<file path="config.mk">
export PLATFORM = sky130hd
export DESIGN_NAME = switch_debounce_decoder_top_flat
export DESIGN_NICKNAME = d
export VERILOG_FILES = /design/src/design/sdd_pkg.sv /design/src/design/sdd_if.sv /design/src/design/sdd_debounce.sv /design/src/design/sdd_decode.sv /design/src/design/switch_debounce_decoder_top.sv /design/src/flat_wrapper.sv
export SDC_FILE = /design/constraint.sdc
export NUM_CORES = 1
export LEC_CHECK = 0
export ABC_AREA = 1
export CAP_MARGIN = 25
export CORE_UTILIZATION = 65
export DETAILED_ROUTE_END_ITERATION = 10
export DONT_BUFFER_PORTS = 1
export GPL_TIMING_DRIVEN = 0
export HOLD_SLACK_MARGIN = 0.03
export PLACE_DENSITY = 0.85
export SLEW_MARGIN = 20
export SYNTH_ARGS = -nofsm -noshare
export SYNTH_HDL_FRONTEND = slang
export SYNTH_SLANG_ARGS = --single-unit
</file>
<file path="constraint.sdc">
create_clock -name clk -period 3.2 [get_ports clk]
set_clock_uncertainty 0.05 [all_clocks]
set_input_delay 0 -clock clk [delete_from_list [all_inputs] [get_ports clk]]
set_output_delay 0 -clock clk [all_outputs]
set_load 0.05 [all_outputs]
</file>
<file path="src/design/sdd_pkg.sv">
`timescale 1ns / 1ps
// ----------------------------------------------------------------------------
// sdd_pkg: shared types and constants of the switch debounce decoder
// Pin map, position codes and the decoded result record.
// ----------------------------------------------------------------------------
package sdd_pkg;

  localparam int SDD_PIN_W     = 9;
  localparam int SDD_CFG_W     = 8;
  localparam int SDD_WORD_W    = 10;
  localparam int SDD_COUNT_MAX = 255;

  localparam logic [SDD_CFG_W-1:0] SDD_DEBOUNCE_RST = 8'd2;

  // pin positions in a scan word
  localparam int PIN_SW1   = 0;
  localparam int PIN_SW2   = 1;
  localparam int PIN_SW3UP = 2;
  localparam int PIN_SW3DN = 3;
  localparam int PIN_SW4UP = 4;
  localparam int PIN_SW4DN = 5;
  localparam int PIN_OK    = 6;
  localparam int PIN_UP    = 7;
  localparam int PIN_DN    = 8;

  // three-position switch codes
  localparam logic [1:0] POS_UP  = 2'd0;
  localparam logic [1:0] POS_MID = 2'd1;
  localparam logic [1:0] POS_DN  = 2'd2;

  typedef struct packed {
    logic                  switch_one;
    logic                  switch_two;
    logic [1:0]            switch_three;
    logic [1:0]            switch_four;
    logic [SDD_WORD_W-1:0] button_word;
    logic                  nav_ok;
    logic                  nav_up;
    logic                  nav_down;
  } sdd_result_t;

endpackage

</file>
<file path="src/design/sdd_if.sv">
`timescale 1ns / 1ps
// ----------------------------------------------------------------------------
// sdd_if: scan and result channels
// Valid/ready channels; a word moves when valid and ready are both high.
// ----------------------------------------------------------------------------
interface sdd_in_if;
  import sdd_pkg::*;

  logic                 valid;
  logic                 ready;
  logic [SDD_PIN_W-1:0] pin_levels;

  modport source (output valid, output pin_levels, input ready);
  modport sink   (input valid, input pin_levels, output ready);
endinterface

interface sdd_out_if;
  import sdd_pkg::*;

  logic                  valid;
  logic                  ready;
  logic                  switch_one;
  logic                  switch_two;
  logic [1:0]            switch_three;
  logic [1:0]            switch_four;
  logic [SDD_WORD_W-1:0] button_word;
  logic                  nav_ok;
  logic                  nav_up;
  logic                  nav_down;

  modport source (output valid, output switch_one, output switch_two,
                  output switch_three, output switch_four, output button_word,
                  output nav_ok, output nav_up, output nav_down, input ready);
  modport sink   (input valid, input switch_one, input switch_two,
                  input switch_three, input switch_four, input button_word,
                  input nav_ok, input nav_up, input nav_down, output ready);
endinterface

</file>
<file path="src/design/sdd_debounce.sv">
`timescale 1ns / 1ps
// ----------------------------------------------------------------------------
// sdd_debounce: per-pin candidate level and saturating equal-scan counter
// Updates on each taken scan and exposes the stable levels after that scan.
// ----------------------------------------------------------------------------
module sdd_debounce #(
  parameter int COUNT_MAX = sdd_pkg::SDD_COUNT_MAX
) (
  input  logic                          clk,
  input  logic                          rst_n,
  input  logic                          take,
  input  logic [sdd_pkg::SDD_PIN_W-1:0] pin_levels,
  input  logic [sdd_pkg::SDD_CFG_W-1:0] threshold,
  output logic [sdd_pkg::SDD_PIN_W-1:0] stable_nxt
);
  import sdd_pkg::*;

  localparam int CNT_W = $clog2(COUNT_MAX + 1);
  localparam int CMP_W = (CNT_W > SDD_CFG_W) ? CNT_W : SDD_CFG_W;
  localparam logic [CNT_W-1:0] CNT_SAT = CNT_W'(COUNT_MAX);

  logic [SDD_PIN_W-1:0] stable_r, cand_r, pressed;
  logic [CNT_W-1:0]     cnt_r   [SDD_PIN_W];
  logic [CNT_W-1:0]     cnt_nxt [SDD_PIN_W];

  assign pressed = ~pin_levels;

  always_comb begin
    for (int i = 0; i < SDD_PIN_W; i++) begin
      if (pressed[i] == cand_r[i]) begin
        cnt_nxt[i] = (cnt_r[i] == CNT_SAT) ? cnt_r[i] : cnt_r[i] + CNT_W'(1);
      end else begin
        cnt_nxt[i] = '0;
      end
      // candidate always follows the new level
      if (CMP_W'(cnt_nxt[i]) >= CMP_W'(threshold)) begin
        stable_nxt[i] = pressed[i];
      end else begin
        stable_nxt[i] = stable_r[i];
      end
    end
  end

  always_ff @(posedge clk) begin
    if (!rst_n) begin
      stable_r <= '0;
      cand_r   <= '0;
      for (int i = 0; i < SDD_PIN_W; i++) cnt_r[i] <= CNT_SAT;
    end else if (take) begin
      stable_r <= stable_nxt;
      cand_r   <= pressed;
      for (int i = 0; i < SDD_PIN_W; i++) cnt_r[i] <= cnt_nxt[i];
    end
  end

endmodule

</file>
<file path="src/design/sdd_decode.sv">
`timescale 1ns / 1ps
// ----------------------------------------------------------------------------
// sdd_decode: stable pin levels to switch positions and button word
// Up wins over down on three-position switches.
// ----------------------------------------------------------------------------
module sdd_decode (
  input  logic [sdd_pkg::SDD_PIN_W-1:0] stable,
  output sdd_pkg::sdd_result_t          result
);
  import sdd_pkg::*;

  logic [1:0] s3, s4;

  always_comb begin
    if (stable[PIN_SW3UP])      s3 = POS_UP;
    else if (stable[PIN_SW3DN]) s3 = POS_DN;
    else                        s3 = POS_MID;
    if (stable[PIN_SW4UP])      s4 = POS_UP;
    else if (stable[PIN_SW4DN]) s4 = POS_DN;
    else                        s4 = POS_MID;
  end

  always_comb begin
    result              = '0;
    result.switch_one   = stable[PIN_SW1];
    result.switch_two   = stable[PIN_SW2];
    result.switch_three = s3;
    result.switch_four  = s4;
    result.button_word[0] = ~stable[PIN_SW1];
    result.button_word[1] = stable[PIN_SW1];
    result.button_word[2] = ~stable[PIN_SW2];
    result.button_word[3] = stable[PIN_SW2];
    result.button_word[4] = (s3 == POS_UP);
    result.button_word[5] = (s3 == POS_MID);
    result.button_word[6] = (s3 == POS_DN);
    result.button_word[7] = (s4 == POS_UP);
    result.button_word[8] = (s4 == POS_MID);
    result.button_word[9] = (s4 == POS_DN);
    result.nav_ok   = stable[PIN_OK];
    result.nav_up   = stable[PIN_UP];
    result.nav_down = stable[PIN_DN];
  end

endmodule

</file>
<file path="src/design/switch_debounce_decoder_top.sv">
`timescale 1ns / 1ps
// ----------------------------------------------------------------------------
// switch_debounce_decoder_top: counter debouncer and decoder for nine pins
// One scan word in, one decoded result word out, one word per cycle unless the result stalls.
// ----------------------------------------------------------------------------
// Each scan word carries nine active-low pin levels (sw1, sw2, sw3 up/down,
// sw4 up/down, ok, up, down). A pin's level becomes stable once it has held
// for the configured threshold of further equal scans after the scan that
// changed it (0 makes it stable on that first scan). Every taken scan yields
// exactly one result word in the next cycle: switch positions, a ten-bit word of
// one-hot position groups and the three navigation buttons. The block takes a
// scan every cycle while the result is not stalled; the only stage is the result
// register, and a stalled result blocks input only while it is still waiting.
// After reset all pins read released, the counters sit saturated and the
// threshold is 2. Write cfg_wr_data with cfg_wr_en only while no scan is in flight.
// ----------------------------------------------------------------------------
module switch_debounce_decoder_top #(
  parameter int COUNT_MAX = sdd_pkg::SDD_COUNT_MAX
) (
  input  logic                          clk,
  input  logic                          rst_n,
  sdd_in_if.sink                        in_port,
  sdd_out_if.source                     out_port,
  input  logic                          cfg_wr_en,
  input  logic [sdd_pkg::SDD_CFG_W-1:0] cfg_wr_data
);
  import sdd_pkg::*;

  // debounce threshold register
  logic [SDD_CFG_W-1:0] thresh_r;

  // result stage
  logic        out_valid_r;
  sdd_result_t out_r;

  logic                 in_fire;
  logic [SDD_PIN_W-1:0] stable_nxt;
  sdd_result_t          result_nxt;

  // new scan may enter when the result slot is empty or draining now
  assign in_port.ready = !out_valid_r || out_port.ready;
  assign in_fire       = in_port.valid && in_port.ready;

  always_ff @(posedge clk) begin
    if (!rst_n) begin
      thresh_r <= SDD_DEBOUNCE_RST;
    end else if (cfg_wr_en) begin
      thresh_r <= cfg_wr_data;
    end
  end

  // pin state updates only on a taken scan
  sdd_debounce #(
    .COUNT_MAX (COUNT_MAX)
  ) u_debounce (
    .clk        (clk),
    .rst_n      (rst_n),
    .take       (in_fire),
    .pin_levels (in_port.pin_levels),
    .threshold  (thresh_r),
    .stable_nxt (stable_nxt)
  );

  // decode the levels as they stand after this scan
  sdd_decode u_decode (
    .stable (stable_nxt),
    .result (result_nxt)
  );

  always_ff @(posedge clk) begin
    if (!rst_n) begin
      out_valid_r <= 1'b0;
    end else if (in_fire) begin
      out_valid_r <= 1'b1;
    end else if (out_port.ready) begin
      out_valid_r <= 1'b0;
    end
  end

  // payload needs no reset
  always_ff @(posedge clk) begin
    if (in_fire) begin
      out_r <= result_nxt;
    end
  end

  assign out_port.valid        = out_valid_r;
  assign out_port.switch_one   = out_r.switch_one;
  assign out_port.switch_two   = out_r.switch_two;
  assign out_port.switch_three = out_r.switch_three;
  assign out_port.switch_four  = out_r.switch_four;
  assign out_port.button_word  = out_r.button_word;
  assign out_port.nav_ok       = out_r.nav_ok;
  assign out_port.nav_up       = out_r.nav_up;
  assign out_port.nav_down     = out_r.nav_down;

  // a taken scan always shows up as a result on the next cycle
  a_fire_gives_result : assert property (@(posedge clk) disable iff (!rst_n)
    in_fire |=> out_port.valid)
    else $error("taken scan produced no result");

  // each position group of the button word is one-hot
  a_word_onehot : assert property (@(posedge clk) disable iff (!rst_n)
    out_port.valid |-> ($onehot(out_port.button_word[1:0]) &&
                        $onehot(out_port.button_word[3:2]) &&
                        $onehot(out_port.button_word[6:4]) &&
                        $onehot(out_port.button_word[9:7])))
    else $error("button word group not one-hot");

  // word bits 1, 5 and 9 agree with the switch fields
  a_word_matches : assert property (@(posedge clk) disable iff (!rst_n)
    out_port.valid |-> ((out_port.button_word[1] == out_port.switch_one) &&
                        (out_port.button_word[5] == (out_port.switch_three == POS_MID)) &&
                        (out_port.button_word[9] == (out_port.switch_four == POS_DN))))
    else $error("button word disagrees with switch fields");

endmodule
</file>
<file path="src/flat_wrapper.sv">
// flat-port wrapper written by rule: the top's interface ports become plain ports
module switch_debounce_decoder_top_flat import sdd_pkg::*;
#(
  parameter int COUNT_MAX = sdd_pkg::SDD_COUNT_MAX
)
  (clk, rst_n, cfg_wr_en, cfg_wr_data, in_port_valid, in_port_pin_levels, in_port_ready, out_port_valid, out_port_switch_one, out_port_switch_two, out_port_switch_three, out_port_switch_four, out_port_button_word, out_port_nav_ok, out_port_nav_up, out_port_nav_down, out_port_ready);
  sdd_in_if in_port_i ();
  sdd_out_if out_port_i ();
  input  logic clk;
  input  logic rst_n;
  input  logic cfg_wr_en;
  input  logic [sdd_pkg::SDD_CFG_W-1:0] cfg_wr_data;
  input wire logic [$bits(in_port_i.valid)-1:0] in_port_valid;
  input wire logic [$bits(in_port_i.pin_levels)-1:0] in_port_pin_levels;
  output wire logic [$bits(in_port_i.ready)-1:0] in_port_ready;
  output wire logic [$bits(out_port_i.valid)-1:0] out_port_valid;
  output wire logic [$bits(out_port_i.switch_one)-1:0] out_port_switch_one;
  output wire logic [$bits(out_port_i.switch_two)-1:0] out_port_switch_two;
  output wire logic [$bits(out_port_i.switch_three)-1:0] out_port_switch_three;
  output wire logic [$bits(out_port_i.switch_four)-1:0] out_port_switch_four;
  output wire logic [$bits(out_port_i.button_word)-1:0] out_port_button_word;
  output wire logic [$bits(out_port_i.nav_ok)-1:0] out_port_nav_ok;
  output wire logic [$bits(out_port_i.nav_up)-1:0] out_port_nav_up;
  output wire logic [$bits(out_port_i.nav_down)-1:0] out_port_nav_down;
  input wire logic [$bits(out_port_i.ready)-1:0] out_port_ready;
  assign in_port_i.valid = in_port_valid;
  assign in_port_i.pin_levels = in_port_pin_levels;
  assign in_port_ready = in_port_i.ready;
  assign out_port_valid = out_port_i.valid;
  assign out_port_switch_one = out_port_i.switch_one;
  assign out_port_switch_two = out_port_i.switch_two;
  assign out_port_switch_three = out_port_i.switch_three;
  assign out_port_switch_four = out_port_i.switch_four;
  assign out_port_button_word = out_port_i.button_word;
  assign out_port_nav_ok = out_port_i.nav_ok;
  assign out_port_nav_up = out_port_i.nav_up;
  assign out_port_nav_down = out_port_i.nav_down;
  assign out_port_i.ready = out_port_ready;
  switch_debounce_decoder_top #(.COUNT_MAX(COUNT_MAX)) u_core (.clk(clk), .rst_n(rst_n), .in_port(in_port_i), .out_port(out_port_i), .cfg_wr_en(cfg_wr_en), .cfg_wr_data(cfg_wr_data));
endmodule
</file>
==> results.md <==
- Status: finished, final reports clean
- Dpl hpwl: 12400 microns
- Slew at the pin with the worst max-slew slack: 707 ps
- Total Routing Usage GR: 0.302
- Largest net degree at the start of global routing: 29
- First-pass GRT wire length: 29600 microns
- Reg area: 0.00309 sq mm
- Yosys warning count: 0
- Fmax: 337 MHz
- Cell Chain, Critical Path: nand2_2 -> nand2_1 -> inv_2 -> nor2_4 -> buf_2 -> clkinvlp_4 -> buf_12 -> buf_12
- Fin area: 0.00877 sq mm
- Die Width: 113 microns
- Delay-heaviest family, CP: buffers and inverters
- Max Transition Viols Final: 0
- Worst path max stage delay: 650 ps
- Most used flip-flop cell after synthesis: edfxtp_1
- Drt total wl: 18200 microns
- Via/cell ratio: 5.54
- FP Rows: 40
- Worst skew pair latency: 370 ps
- Gp weighted congestion: 0.854
- Core area: 0.0120 sq mm
- Clock Path Buffers: 2
- Synth Area per Inst: 7.73 sq um
- Clock-pin slew on the worst setup and hold paths: 70 ps
- WL per Instance: 14.8 microns
- Total gr overflow: 0
- Root buffer cell: clkbuf_16
- Crit Path Category: flip-flop to flip-flop
- Die area: 0.0127 sq mm
- Syn_nets: 1133
- Post-Synthesis Cell Area: 0.00796 sq mm
- CTS tree: built
- Sequential element share of the synthesized area: 0.389
- RSZ-0062 raised after global routing: no
- Diodes inserted: 0
- Hold Path Class: primary input to flip-flop
- Slowest cell on the critical path: dfxtp_1
- Boundary pin count: 43
- Final setup viols: 0
- Max VDD drop: 0.283 mV
- Ratio of cells with drive above 1 in the final layout: 0.0751
- DR pass1 iterations: 5
- Final Hold Fails: 0
- Maxcap violations: 0
- Post-synth top area share: 0.321
- CP required: 3270 ps
- # clock sinks: 112
- Post_cts resized: 0
- Tcrit/Tclk final: 0.927
- Startpoint types: flip-flop
- Die H: 113 microns
- NumNets Final: 1177
- Critical Path Sink Type: flip-flop
- Vias in the first global route: 6394
- Synth top cells by count: nand2_1, inv_1, nor2_1
- Initial antenna violation count: 0
- Fill cells: 882
- Number of buffer and inverter stages on the critical path: 5
- Drt drc: 0
- Initial Util: 0.665
- Number of distinct library cells after synthesis: 45
- Area of the multi-input gates: 0.00410 sq mm
- CTS buffer count: 9
- Register bit count reported by yosys: 112
- H-tree Lvls: 3
- Leak: 4.39 nW
- Pwr dens: 516 mW/mm^2
- Relative slew slack: 0.528
- Synth area leader: edfxtp_1
- Total placed instance area: 0.00819 sq mm
- Post-route ant nets: 0
- Critical path's most frequent cell: buf_12
- Via count: 6791
- Worst Path Arrival: 3030 ps
- Port Buffers: 0
- Cells after synthesis: 1030
- Async set-reset flop share out of synthesis: 0
- EDFF count, synth: 85
- Count leader, synth: nand2_1
- Core Util, Final: 0.733
- Area growth, synth to finish: 10.2%
- Initial DRC count: 498
- Fin crit period: 2970 ps
- Top post-synthesis cells by area: edfxtp_1, nand2_1, ha_1, inv_1, dfxtp_1
- CP Max Fanout: 28
[registers in the layout, summed over array words and instances (netlist names)]
| name | count |
|---|---|
| u_core.out_port.nav_up | 1 |
| u_core.u_debounce.cand_r | 9 |
| u_core.out_port.switch_three | 1 |
| u_core.thresh_r | 8 |
| u_core.out_port.nav_ok | 1 |
| u_core.u_debounce.cnt_r | 72 |
| u_core.out_port.button_word | 9 |
| u_core.out_port.valid | 1 |
| u_core.out_port.nav_down | 1 |
| u_core.u_debounce.stable_r | 9 |
[where the power goes]
group / switching (mW) / internal (mW) / total [mW]
registers: 0.214 / 1.73 / 1.95
logic: 0.938 / 0.534 / 1.47
clock network: 0.529 / 0.574 / 1.10
[worst paths after layout]
kind                            startpoint                              to  slack, ps  cells after the start
max                  u_core.out_port.valid   u_core.u_debounce.cnt_r[0][0]        230                      8
min                  in_port_pin_levels[6]  u_core.u_debounce.cnt_r[0][49]         70                      4
max reg2reg          u_core.out_port.valid   u_core.u_debounce.cnt_r[0][0]        230                      8
min reg2reg  u_core.u_debounce.stable_r[1]   u_core.u_debounce.stable_r[1]        410                      2
[logic make-up (layout without fill, tap and decap cells)]
group                      after synthesis  in the layout  synth area share
xor gates and xnor gates                18             18            0.0236
AOI/OAI and AO/OA                      133            133            0.0923
buffers and inverters                  193            242            0.0972
DFF                                    112            112             0.389
adders and majority gates               81             81             0.127
and+or+nand+nor                        493            493             0.271
[metal layers]
metal | wire [microns] | GRT usage | vias up
li1 | - | - | 3428
met2 | 8680 | 0.513 | 213
met3 | 1230 | 0.0605 | 46
met5 | 0 | 0 | -
met1 | 7690 | 0.368 | 3104
met4 | 569 | 0.143 | 0
[cell type report]
| cell class | instances | share of cell area |
|---|---|---|
| plain buffers | 17 | 0.0125 |
| clock buffers | 14 | 0.0301 |
| clock inverters | 2 | 0.00143 |
| inverters | 176 | 0.0760 |
| multi-input cells | 725 | 0.467 |
| flip-flops and latches | 112 | 0.353 |
| well taps | 147 | 0.0210 |
| repair buffers | 33 | 0.0396 |
[layout by cell type (no fill, tap or decap), drive strengths merged, types with 5 or more instances in the layout]
cell	count
a21oi	44
nor2	102
nand3	74
nand2	285
or2	10
xnor2	6
nor3	7
buf	18
nand3b	5
o21ai	65
ha	81
inv	177
clkbuf	16
o21a	8
dfxtp	27
xor2	12
edfxtp	85
dlygate4sd3	30
o211ai	7
[through the flow]
step,TNS (ps),setup slack (ps),total power [mW],hold WS (ps),std cells
after global routing,0,117,4.80,93.0,1226
final,0,235,4.52,69.0,1226
after global placement,-69980,-976,3.30,52.1,1177
after detailed placement,-5380,-194,3.37,54.8,1179
after floorplan,0,10.0,3.08,49.8,1030
after CTS,0,242,4.51,54.0,1226
[worst reg2reg max path, stage by stage (launching register included)]
cell and delay [ps]:
dfxtp_1 650, nand2_2 320, nand2_1 210, inv_2 210, nor2_4 340, buf_2 350, clkinvlp_4 190, buf_12 190
buf_12 190
[what timing repair did]
item | CTS | global route
setup buffers | 1 | 0
hold buffers | 30 | 0
endpoints found under the setup margin | 54 | 0
hold endpoints to repair | 52 | 0
(Power assumes the default switching activity.)
